**src/rtl/rccs_pkg.sv**
```systemverilog
// ----------------------------------------------------------------------------
// rccs_pkg
// Shared widths, codes and reset values of the colour scorer: sample and
// centroid widths, phase and LED codes, register indexes and the command
// word that the controller sends to the datapath.
// ----------------------------------------------------------------------------
package rccs_pkg;

  // field widths
  localparam int SAMPLE_W = 10;
  localparam int CENT_W   = 48;
  localparam int COMP_W   = 16;
  localparam int DIST_W   = 32;
  localparam int LED_W    = 2;
  localparam int CFG_IDX_W = 2;

  // default measurement length per phase
  localparam int SPP_DEFAULT = 4;

  // phase of a sample, equal to the LED lit while it is taken
  typedef logic [LED_W-1:0] phase_t;
  localparam phase_t PH_AMBIENT = 2'd0;
  localparam phase_t PH_RED     = 2'd1;
  localparam phase_t PH_GREEN   = 2'd2;
  localparam phase_t PH_BLUE    = 2'd3;

  // centroid selector, also the register index of each centroid
  typedef logic [CFG_IDX_W-1:0] cent_sel_t;
  localparam cent_sel_t CENT_EDGE   = 2'd0;
  localparam cent_sel_t CENT_METAL  = 2'd1;
  localparam cent_sel_t CENT_YELLOW = 2'd2;

  // centroid reset values, quarter units, red in the top field
  localparam logic [CENT_W-1:0] EDGE_RESET   = 48'h0194_03CF_0463;
  localparam logic [CENT_W-1:0] METAL_RESET  = 48'h1251_1B33_1E63;
  localparam logic [CENT_W-1:0] YELLOW_RESET = 48'h238A_09B7_1E34;

  // controller to datapath command word
  typedef struct packed {
    logic      accum;   // add the sample into the sum of phase
    phase_t    phase;
    logic      diff;    // form colour minus ambient, clear the sums
    logic      square;  // square the three differences for sel
    logic      add;     // sum the squares, saturate, store for sel
    cent_sel_t sel;
  } dp_cmd_t;

endpackage

```
**src/rtl/rgb_centroid_color_scorer.sv**
```systemverilog
// ----------------------------------------------------------------------------
// rgb_centroid_color_scorer
// Light-sensor colour scorer: sums ambient, red, green and blue samples of a
// measurement and scores the ambient-corrected colour against three centroids
// by squared distance.
//
//   channel  | ports                                        | handshake
//   ---------+----------------------------------------------+-----------------
//   sample   | sample                                       | start & !busy
//   result   | led_select done_res dist_edge/metal/yellow   | result_valid
//   config   | cfg_index cfg_data                           | cfg_write
//
// A sample that does not end a measurement has its word strobed the next
// cycle, and busy stays low.
// After the last sample of a measurement busy goes high while the ambient
// sum is subtracted, then a square step and an add step run per centroid
// on the three shared squarers; the word is strobed after the third add.
// Reset (rst, synchronous) clears the counters and sums and reloads the
// centroid registers with their defaults.
// The receiver cannot stall: each word is present for one cycle only.
// ----------------------------------------------------------------------------
module rgb_centroid_color_scorer #(
  parameter int SAMPLES_PER_PHASE = rccs_pkg::SPP_DEFAULT
) (
  input  logic                           clk,
  input  logic                           rst,
  input  logic                           start,
  output logic                           busy,
  input  logic [rccs_pkg::SAMPLE_W-1:0]  sample,
  output logic                           result_valid,
  output logic [rccs_pkg::LED_W-1:0]     led_select,
  output logic                           done_res,
  output logic [rccs_pkg::DIST_W-1:0]    dist_edge,
  output logic [rccs_pkg::DIST_W-1:0]    dist_metal,
  output logic [rccs_pkg::DIST_W-1:0]    dist_yellow,
  input  logic                           cfg_write,
  input  logic [rccs_pkg::CFG_IDX_W-1:0] cfg_index,
  input  logic [rccs_pkg::CENT_W-1:0]    cfg_data
);
  import rccs_pkg::*;

  dp_cmd_t cmd;

  // sequencing
  rccs_ctrl #(
    .SAMPLES_PER_PHASE(SAMPLES_PER_PHASE)
  ) u_ctrl (
    .clk          (clk),
    .rst          (rst),
    .start        (start),
    .busy         (busy),
    .result_valid (result_valid),
    .led_select   (led_select),
    .done_res     (done_res),
    .cmd          (cmd)
  );

  // sums, centroids and distances
  rccs_datapath #(
    .SAMPLES_PER_PHASE(SAMPLES_PER_PHASE)
  ) u_datapath (
    .clk         (clk),
    .rst         (rst),
    .cmd         (cmd),
    .sample      (sample),
    .cfg_write   (cfg_write),
    .cfg_index   (cfg_index),
    .cfg_data    (cfg_data),
    .dist_edge   (dist_edge),
    .dist_metal  (dist_metal),
    .dist_yellow (dist_yellow)
  );

endmodule

```
**src/rtl/rccs_ctrl.sv**
```systemverilog
// ----------------------------------------------------------------------------
// rccs_ctrl
// Controller of the colour scorer: counts samples through the four phases,
// sequences the distance work after the last sample and drives the result
// strobe, the LED choice and the completion flag.
// ----------------------------------------------------------------------------
module rccs_ctrl #(
  parameter int SAMPLES_PER_PHASE = rccs_pkg::SPP_DEFAULT
) (
  input  logic                    clk,
  input  logic                    rst,
  input  logic                    start,
  output logic                    busy,
  output logic                    result_valid,
  output logic [rccs_pkg::LED_W-1:0] led_select,
  output logic                    done_res,
  output rccs_pkg::dp_cmd_t       cmd
);
  import rccs_pkg::*;

  localparam int SUB_W = (SAMPLES_PER_PHASE > 1) ? $clog2(SAMPLES_PER_PHASE) : 1;
  localparam logic [SUB_W-1:0] LAST_SUB = SUB_W'(SAMPLES_PER_PHASE - 1);

  // state codes
  localparam logic [1:0] ST_IDLE   = 2'd0;
  localparam logic [1:0] ST_DIFF   = 2'd1;
  localparam logic [1:0] ST_SQUARE = 2'd2;
  localparam logic [1:0] ST_ADD    = 2'd3;

  logic [1:0]       state, state_next;
  phase_t           phase, phase_next;
  logic [SUB_W-1:0] sub, sub_next;
  cent_sel_t        sel, sel_next;
  logic             result_valid_next;
  phase_t           led_next;
  logic             done_next;
  logic             accept;
  logic             last_sample;

  assign accept      = start && (state == ST_IDLE);
  assign last_sample = (phase == PH_BLUE) && (sub == LAST_SUB);
  assign busy        = (state != ST_IDLE);

  // next state and counters
  always_comb begin
    state_next        = state;
    phase_next        = phase;
    sub_next          = sub;
    sel_next          = sel;
    result_valid_next = 1'b0;
    led_next          = led_select;
    done_next         = 1'b0;
    cmd               = '0;
    cmd.phase         = phase;
    cmd.sel           = sel;
    unique case (state)
      ST_IDLE: begin
        if (accept) begin
          cmd.accum = 1'b1;
          if (last_sample) begin
            state_next = ST_DIFF;
            phase_next = PH_AMBIENT;
            sub_next   = '0;
          end else begin
            result_valid_next = 1'b1;
            if (sub == LAST_SUB) begin
              sub_next   = '0;
              phase_next = phase + 2'd1;
              led_next   = phase + 2'd1;
            end else begin
              sub_next = sub + SUB_W'(1);
              led_next = phase;
            end
          end
        end
      end
      ST_DIFF: begin
        cmd.diff   = 1'b1;
        sel_next   = CENT_EDGE;
        state_next = ST_SQUARE;
      end
      ST_SQUARE: begin
        cmd.square = 1'b1;
        state_next = ST_ADD;
      end
      ST_ADD: begin
        cmd.add = 1'b1;
        if (sel == CENT_YELLOW) begin
          state_next        = ST_IDLE;
          sel_next          = CENT_EDGE;
          result_valid_next = 1'b1;
          done_next         = 1'b1;
          led_next          = PH_AMBIENT;
        end else begin
          sel_next   = sel + 2'd1;
          state_next = ST_SQUARE;
        end
      end
      default: state_next = ST_IDLE;
    endcase
  end

  // control registers
  always_ff @(posedge clk) begin
    if (rst) begin
      state        <= ST_IDLE;
      phase        <= PH_AMBIENT;
      sub          <= '0;
      sel          <= CENT_EDGE;
      result_valid <= 1'b0;
      led_select   <= PH_AMBIENT;
      done_res     <= 1'b0;
    end else begin
      state        <= state_next;
      phase        <= phase_next;
      sub          <= sub_next;
      sel          <= sel_next;
      result_valid <= result_valid_next;
      led_select   <= led_next;
      done_res     <= done_next;
    end
  end

`ifndef SYNTHESIS
  // completion flag only rides on a strobed word
  a_done_strobed: assert property (@(posedge clk) disable iff (rst)
    done_res |-> result_valid)
    else $error("done_res without result strobe");

  // an accepted sample gives a word next cycle or starts the distance work
  a_accept_follow: assert property (@(posedge clk) disable iff (rst)
    (start && !busy) |=> (result_valid || busy))
    else $error("accepted sample left no trace");

  // a finished measurement asks for the ambient phase
  a_done_led: assert property (@(posedge clk) disable iff (rst)
    (result_valid && done_res) |-> (led_select == PH_AMBIENT))
    else $error("led not ambient after measurement");

  // every word appears with the controller free again
  a_valid_idle: assert property (@(posedge clk) disable iff (rst)
    result_valid |-> !busy)
    else $error("result strobe while busy");
`endif

endmodule

```
**src/rtl/rccs_datapath.sv**
```systemverilog
// ----------------------------------------------------------------------------
// rccs_datapath
// Datapath of the colour scorer: phase sums, centroid registers, ambient
// subtraction, three squarers shared over the centroids and the saturating
// distance adder with its result registers.
// ----------------------------------------------------------------------------
module rccs_datapath #(
  parameter int SAMPLES_PER_PHASE = rccs_pkg::SPP_DEFAULT
) (
  input  logic                           clk,
  input  logic                           rst,
  input  rccs_pkg::dp_cmd_t              cmd,
  input  logic [rccs_pkg::SAMPLE_W-1:0]  sample,
  input  logic                           cfg_write,
  input  logic [rccs_pkg::CFG_IDX_W-1:0] cfg_index,
  input  logic [rccs_pkg::CENT_W-1:0]    cfg_data,
  output logic [rccs_pkg::DIST_W-1:0]    dist_edge,
  output logic [rccs_pkg::DIST_W-1:0]    dist_metal,
  output logic [rccs_pkg::DIST_W-1:0]    dist_yellow
);
  import rccs_pkg::*;

  localparam int SUM_W = SAMPLE_W + $clog2(SAMPLES_PER_PHASE);
  localparam int D_W   = (((SUM_W + 3) > COMP_W) ? (SUM_W + 3) : COMP_W) + 1;
  localparam int SQ_W  = 2 * D_W - 1;
  localparam int TOT_W = SQ_W + 2;

  logic [SUM_W-1:0]        amb_sum, red_sum, grn_sum, blu_sum;
  logic signed [SUM_W:0]   red_diff, grn_diff, blu_diff;
  logic [CENT_W-1:0]       edge_cent, metal_cent, yellow_cent;
  logic [CENT_W-1:0]       cent;
  logic [SQ_W-1:0]         sq_red, sq_grn, sq_blu;
  logic [TOT_W-1:0]        total;
  logic [DIST_W-1:0]       dist_sat;

  function automatic logic [SQ_W-1:0] square_diff(input logic signed [SUM_W:0] v,
                                                  input logic [COMP_W-1:0] c);
    logic signed [D_W-1:0]   v4;
    logic signed [D_W-1:0]   ce;
    logic signed [D_W-1:0]   d;
    logic signed [2*D_W-1:0] p;
    v4 = {{(D_W-SUM_W-3){v[SUM_W]}}, v, 2'b00};
    ce = {{(D_W-COMP_W){c[COMP_W-1]}}, c};
    d  = v4 - ce;
    p  = d * d;
    return p[SQ_W-1:0];
  endfunction

  // phase sums, cleared once the differences are taken
  always_ff @(posedge clk) begin
    if (rst || cmd.diff) begin
      amb_sum <= '0;
      red_sum <= '0;
      grn_sum <= '0;
      blu_sum <= '0;
    end else if (cmd.accum) begin
      unique case (cmd.phase)
        PH_AMBIENT: amb_sum <= amb_sum + SUM_W'(sample);
        PH_RED:     red_sum <= red_sum + SUM_W'(sample);
        PH_GREEN:   grn_sum <= grn_sum + SUM_W'(sample);
        PH_BLUE:    blu_sum <= blu_sum + SUM_W'(sample);
        default:    amb_sum <= amb_sum;
      endcase
    end
  end

  // colour minus ambient
  always_ff @(posedge clk) begin
    if (cmd.diff) begin
      red_diff <= $signed({1'b0, red_sum}) - $signed({1'b0, amb_sum});
      grn_diff <= $signed({1'b0, grn_sum}) - $signed({1'b0, amb_sum});
      blu_diff <= $signed({1'b0, blu_sum}) - $signed({1'b0, amb_sum});
    end
  end

  // centroid registers
  always_ff @(posedge clk) begin
    if (rst) begin
      edge_cent   <= EDGE_RESET;
      metal_cent  <= METAL_RESET;
      yellow_cent <= YELLOW_RESET;
    end else if (cfg_write) begin
      case (cfg_index)
        CENT_EDGE:   edge_cent   <= cfg_data;
        CENT_METAL:  metal_cent  <= cfg_data;
        CENT_YELLOW: yellow_cent <= cfg_data;
        default:     ;
      endcase
    end
  end

  // centroid for the current step
  always_comb begin
    unique case (cmd.sel)
      CENT_EDGE:   cent = edge_cent;
      CENT_METAL:  cent = metal_cent;
      CENT_YELLOW: cent = yellow_cent;
      default:     cent = edge_cent;
    endcase
  end

  // one square per colour, registered
  always_ff @(posedge clk) begin
    if (cmd.square) begin
      sq_red <= square_diff(red_diff, cent[3*COMP_W-1:2*COMP_W]);
      sq_grn <= square_diff(grn_diff, cent[2*COMP_W-1:COMP_W]);
      sq_blu <= square_diff(blu_diff, cent[COMP_W-1:0]);
    end
  end

  // sum of squares with saturation
  assign total    = TOT_W'(sq_red) + TOT_W'(sq_grn) + TOT_W'(sq_blu);
  assign dist_sat = (|total[TOT_W-1:DIST_W]) ? '1 : total[DIST_W-1:0];

  // distance registers, zero on every sample so partial words read zero
  always_ff @(posedge clk) begin
    if (cmd.accum) begin
      dist_edge   <= '0;
      dist_metal  <= '0;
      dist_yellow <= '0;
    end else if (cmd.add) begin
      case (cmd.sel)
        CENT_EDGE:   dist_edge   <= dist_sat;
        CENT_METAL:  dist_metal  <= dist_sat;
        CENT_YELLOW: dist_yellow <= dist_sat;
        default:     ;
      endcase
    end
  end

endmodule
```
**config.mk**
```make
export PLATFORM = sky130hd
export DESIGN_NAME = rgb_centroid_color_scorer
export DESIGN_NICKNAME = d
export VERILOG_FILES = /design/src/rtl/rccs_pkg.sv /design/src/rtl/rgb_centroid_color_scorer.sv /design/src/rtl/rccs_ctrl.sv /design/src/rtl/rccs_datapath.sv
export SDC_FILE = /design/constraint.sdc
export NUM_CORES = 2
export LEC_CHECK = 0
export ABC_CLOCK_PERIOD_IN_PS = 11500
export CORE_ASPECT_RATIO = 1.4
export CORE_UTILIZATION = 60
export DETAILED_ROUTE_END_ITERATION = 8
export DONT_BUFFER_PORTS = 1
export GPL_ROUTABILITY_DRIVEN = 1
export GPL_TIMING_DRIVEN = 0
export PLACE_DENSITY = 0.82
export SLEW_MARGIN = 20
export SYNTH_ARGS = -nofsm -noshare
export SYNTH_HDL_FRONTEND = slang
export SYNTH_HIERARCHICAL = 1
export SYNTH_SLANG_ARGS = --single-unit
export TNS_END_PERCENT = 30
```
**constraint.sdc**
```tcl
create_clock -name clk -period 11.5 [get_ports clk]
set_input_delay 1.725 -clock clk [delete_from_list [all_inputs] [get_ports clk]]
set_output_delay 1.725 -clock clk [all_outputs]
set_load 0.01 [all_outputs]
```
-- Yosys cells after proc, flatten, opt, wreduce, memory -nomap -nowiden
Cells that the tools add are included.
- word-level logic and storage cells: 107
- bits in registers: 438
- memories kept: 0
- output and inout bits: 101
- RAM bits: 0
- bits of input ports: 64
- bits in read-only memories: 0
- bits in latches: 0
- $mul: 3
- div/mod/pow operators: 0
- $lt $le $gt $ge: 0
- bitwise logic cells: 1
- muxes and demuxes: 25
- eq/ne operators: 15
- $add $sub $neg: 15
- reductions and logical operators: 25
- shift operators: 0
- operator list (cell ; count):
    multiplier 17 x 17 -> 33 bit ; 3
    case mux 48 bit (2 select lines) ; 1
    subtractor 15 x 16 -> 17 bit ; 3
    adder 12 x 10 -> 12 bit ; 4
    subtractor 12 x 12 -> 13 bit ; 3
    adder 35 x 33 -> 35 bit ; 1
    adder 33 x 33 -> 34 bit ; 1
    2-to-1 mux 32 bit ; 1
    AND reduction 2 bit ; 12
    2-to-1 mux 2 bit ; 11
    equality test 2 bit (second input constant) ; 7
    equality test 2 x 1 -> 1 bit (second input constant) ; 4
    logical NOT 2 bit ; 4
    2-to-1 mux 1 bit ; 8
    case mux 2 bit (2 select lines) ; 2
    case mux 2 bit (4 select lines) ; 1
    adder 2 x 1 -> 2 bit (second input constant) ; 3
    inequality test 2 x 1 -> 1 bit (second input constant) ; 3
    nonzero test 2 bit ; 3
    AND reduction 4 bit ; 1
    OR reduction 3 bit ; 1
    logical AND 1 bit ; 2
    inequality test 2 bit (second input constant) ; 1
    case mux 1 bit (2 select lines) ; 1
    other kinds (3) ; 3

-- Logic depth before layout (Yosys ltp)
- depth after elaboration: 5
- depth in mapped cells: 40
- gate-level depth less buffers: 38

-- Cells and area by module
Netlist, hierarchy kept.
- modules (own cells, without submodules) (module ; times used ; area an instance (µm²) ; cells each):
    rccs_datapath ; 1 ; 50806.2 ; 5580
    rccs_ctrl ; 1 ; 635.6 ; 69

-- Worst setup path before layout
No wires, ideal clock.
- path kind: flip-flop to flip-flop
- start: reg u_ctrl.sel[1]
- end: reg u_datapath.sq_grn[32] (data pin)
- data required time: 11232 ps
- data arrival time: 9054 ps
- path buffers: 3
- stages on the path, launching flop included: 37
- path slack: 2179 ps
- period minus slack after synthesis: 9321 ps
- path through: dfxtp_1 > inv_1 > ha_1 > buf_4 > buf_1 > clkbuf_1 > nand2_1 > o21ai_0 > ha_1 > a211oi_1 > o21ai_0 > a21oi_1 > a21oi_1 > a221oi_1 > o21ai_0 > nand2_1 > inv_1 > nor2_1 > fa_1 > inv_1 > fa_1 > inv_1 > fa_1 > fa_1 > fa_1 > inv_1 > fa_1 > inv_1 > ha_1 > a21oi_1 > o21ai_0 > and3_1 > o31a_1 > a311oi_1 > o2111ai_1 > a21oi_1 > xnor3_1
- cells in the longest elaborated chain, start to end: 4
- elaborated cells on any way between the ends: 5
- classes of those cells: 1 x add/sub; 1 x mul; 2 x eq/ne; 1 x mux
- RTL lines (element ; RTL line ; RTL):
    start, declared ; rccs_ctrl.sv:33 ; cent_sel_t sel, sel_next;
    start signal, assigned ; rccs_ctrl.sv:117 ; sel <= sel_next;
    equality test 2 bit / equality test 2 x 1 -> 1 bit (equally long branches) ; rccs_datapath.sv:94 ; unique case (cmd.sel)
    case mux 48 bit (2 select lines) (*) ; rccs_datapath.sv:94 ;
    subtractor 15 x 16 -> 17 bit (*) ; rccs_datapath.sv:44 ; d = v4 - ce;
    multiplier 17 x 17 -> 33 bit (*) ; rccs_datapath.sv:45 ; p = d * d;
    end signal, assigned ; rccs_datapath.sv:106 ; sq_grn <= square_diff(grn_diff, cent[2*COMP_W-1:COMP_W]);
    end, declared ; rccs_datapath.sv:32 ; logic [SQ_W-1:0] sq_red, sq_grn, sq_blu;
Mark *: on every way between the ends. The rest lies on a longest branch, timed or not.
A chain may end at the register's enable or synchronous reset.

-- Worst setup path in the final report
- start: reg u_ctrl.sel[0]
- end: reg u_datapath.sq_red[32] (data pin)
- cells in the longest elaborated chain, start to end: 4
- elaborated cells on any way between the ends: 5
- classes of those cells: 1 x add/sub; 1 x mul; 2 x eq/ne; 1 x mux
- RTL lines (element ; RTL line ; RTL):
    equality test 2 bit / equality test 2 x 1 -> 1 bit (equally long branches) ; rccs_datapath.sv:94 ;
    case mux 48 bit (2 select lines) (*) ; rccs_datapath.sv:94 ;
    net u_datapath.cent[32] ; rccs_datapath.sv:31 ; logic [CENT_W-1:0] cent;
    subtractor 15 x 16 -> 17 bit (*) ; rccs_datapath.sv:44 ;
    multiplier 17 x 17 -> 33 bit (*) ; rccs_datapath.sv:45 ;
    end signal, assigned ; rccs_datapath.sv:105 ; sq_red <= square_diff(red_diff, cent[3*COMP_W-1:2*COMP_W]);
    end, declared ; rccs_datapath.sv:32 ;
The timed path passes the listed nets; every way through them passes the cells marked *.

==> flow_metrics.tcl <==
set metrics [dict create \
    maxCapViolCount 0 \
    clock_latency_ns 0.61 \
    syn2layout_area_growth_pct 6.39 \
    netlist_instances 5649 \
    fmax_mhz 89.3 \
    syn-cell-area_sq_um 51400 \
    yosys_warnings 6 \
    layout-drive-gt1-share_pct 3.73 \
    layout_commonest_cell "inv_1" \
    synth_ff_type "dfxtp_1" \
    end_kind "register" \
    layout_common_cells "1,084 x inv_1, 817 x fa_1, 726 x nand2_1, 477 x nor2_1, 413 x ha_1" \
    antenna_found_initial 3 \
    fin_area_sq_um 54700 \
    outcome "finished, final reports clean" \
    rows 126 \
    cts.clk_slew.worst_paths_ns 0.06 \
    ioPinCount 165 \
    cts-root-buf "clkbuf_16" \
    cp.required_ns 11.76 \
    slowest_delay_ns 0.83 \
    worstMarginPinSlew_ns 1.19 \
    fp.coreArea_sq_um 84700 \
    slew_viol_final 0 \
    placed_cell_area_sq_um 52900 \
    numCtsBuffers 46 \
    crit_path_top_delay_cell "o211ai_1" \
    die_w_um 249 \
    initial_core_util_pct 60.8 \
    crit_arrival_ns 11.46 \
    fin_crit_sh_pct 97.4 \
    ant_nets 0 \
    detail_route.wl_per_cell_um 20.6 \
    min_path_type "register to register" \
    fill_cells 6657 \
    track_usage_pct 32.8 \
    hold_viol 0 \
    place_hpwl_um 115000 \
    gp_congestion 0.991 \
    ys_seq_area_share_pct 19.6 \
    die_y_um 348 \
    wirelength_um 141000 \
    numClockSinks 435 \
    max_slew_margin_pct 20.1 \
    grt_pass1_vias 42300 \
    synth_edf_count 135 \
    layout_min_cycle_time_ns 11.20 \
    die_area_sq_um 86900 \
    final-setup-viol-count 0 \
    clock_path_buffers 3 \
    path_class "register to register" \
    critPathLaunchType "register" \
    grt_setup_unrepaired "true" \
    skew_ns 0.0405 \
    synth.distinct_cells 101 \
    final_nets 7006 \
    num_vias 40300 \
    grt_remaining_overflow 0 \
    postCtsHoldBufs 0 \
    drt_drc_violations_left 0 \
    cpMostUsedCell "fa_1" \
    grt_max_degree 60 \
    htreeDepth 2 \
    fin_setup_tns_ns 0 \
    cts_tree "built" \
    port_buffers 0 \
    async_flop_share_pct 0 \
    synth.ff_latch_count 435 \
    cp_max_fo 11 \
    via_per_inst 5.90 \
    drt_iter0_drc 2858 \
    drt_pass1_iterations 8 \
    avgSynthCellArea_sq_um 9.11 \
    grt_pass1_wl_um 221000 \
]
-- final timing paths --
check                            endpoint  slack (ns)                    start  cells after the start
hold reg to reg   u_datapath/edge_cent[7]        0.45  u_datapath/edge_cent[7]                      2
setup / recovery    u_datapath/sq_red[32]        0.30            u_ctrl/sel[0]                     36
hold / removal    u_datapath/edge_cent[7]        0.45  u_datapath/edge_cent[7]                      2
setup reg to reg    u_datapath/sq_red[32]        0.30            u_ctrl/sel[0]                     36
-- synthesized netlist by cell type (75+ instances only) --
cell type	number	area, sq um
inv_1	1085	4070
fa_1	821	16400
nand2_1	727	2730
nor2_1	479	1800
ha_1	416	5200
dfxtp_1	300	6010
a21oi_1	286	1430
o21ai_0	160	801
xnor2_1	160	1400
clkbuf_1	150	563
edfxtp_1	135	4050
a211oi_1	75	563
a21o_1	75	563
-- per-stage QoR --
step | cells | hold WS (ns) | utilization, % | setup slack, ns
global placement | 6739 | 0.439 | 62.4 | -0.873
finish | 6830 | 0.451 | 64.6 | 0.296
global route | 6829 | 0.469 | 64.6 | -0.0159
CTS | 6828 | 0.453 | 64.4 | 0.0800
floorplan | 5651 | 0.433 | - | 2.18
detailed placement | 6742 | 0.443 | 62.5 | -0.372
-- what timing repair did --
action	in CTS	in global routing
buffers inserted	3	1
endpoints found under the setup margin	11	21
gates resized for setup	9	36
pin swaps	0	2
-- kinds of logic after synthesis --
kind of cell / Yosys count / share of synthesized area [%]
simple gates: 1533 / 12.8
mux: 11 / 0.282
compound gates: 910 / 11.7
fa+ha+maj: 1237 / 42.1
other cells: 1 / 0.00729
xor+xnor: 222 / 3.89
flops: 435 / 19.6
buf+inv: 1300 / 9.61
-- sequential cells by signal (all words and copies together) (netlist names), 12 cells and up --
name,cells
u_datapath/dist_yellow,32
u_datapath/dist_metal,32
u_datapath/dist_edge,32
u_datapath/blu_sum,12
u_datapath/grn_sum,12
u_datapath/amb_sum,12
u_datapath/sq_blu,32
u_datapath/blu_diff,13
u_datapath/sq_grn,32
u_datapath/sq_red,32
u_datapath/red_diff,13
u_datapath/edge_cent,48
u_datapath/grn_diff,13
u_datapath/yellow_cent,48
u_datapath/red_sum,12
u_datapath/metal_cent,48
-- layer usage --
metal / vias up / wire, um / global-route usage (%) / part of all wire, %
li1: 18100 / - / - / -
met5: - / 22 / 0 / 0.016
met4: 4 / 11900 / 24.4 / 8.5
met3: 509 / 10400 / 5.76 / 7.4
met2: 1721 / 69900 / 57.7 / 50
met1: 20000 / 48300 / 35.2 / 34
-- critical path: cells and delay by family, from the launching register on --
family	cells	cell delay, ns
compound gates	14	3.58
fa+ha+maj	9	4.35
buf+inv	10	2.07
flops	1	0.49
simple gates	3	0.33
-- final cells by class --
type,instances,area [sq um],area share (%)
Antenna cell,1,2.50,0.00457
Buffer,188,778,1.42
Clock buffer,65,1360,2.48
Clock inverter,19,221,0.405
Inverter,1110,4180,7.64
Multi-Input combinational cell,3916,36700,67.0
Sequential cell,435,10100,18.4
Tap cell,1088,1360,2.49
Timing Repair Buffer,8,98.8,0.181
Power is not shown: default switching activity piles up to over one toggle a cycle in this logic, so the estimate is an artifact.
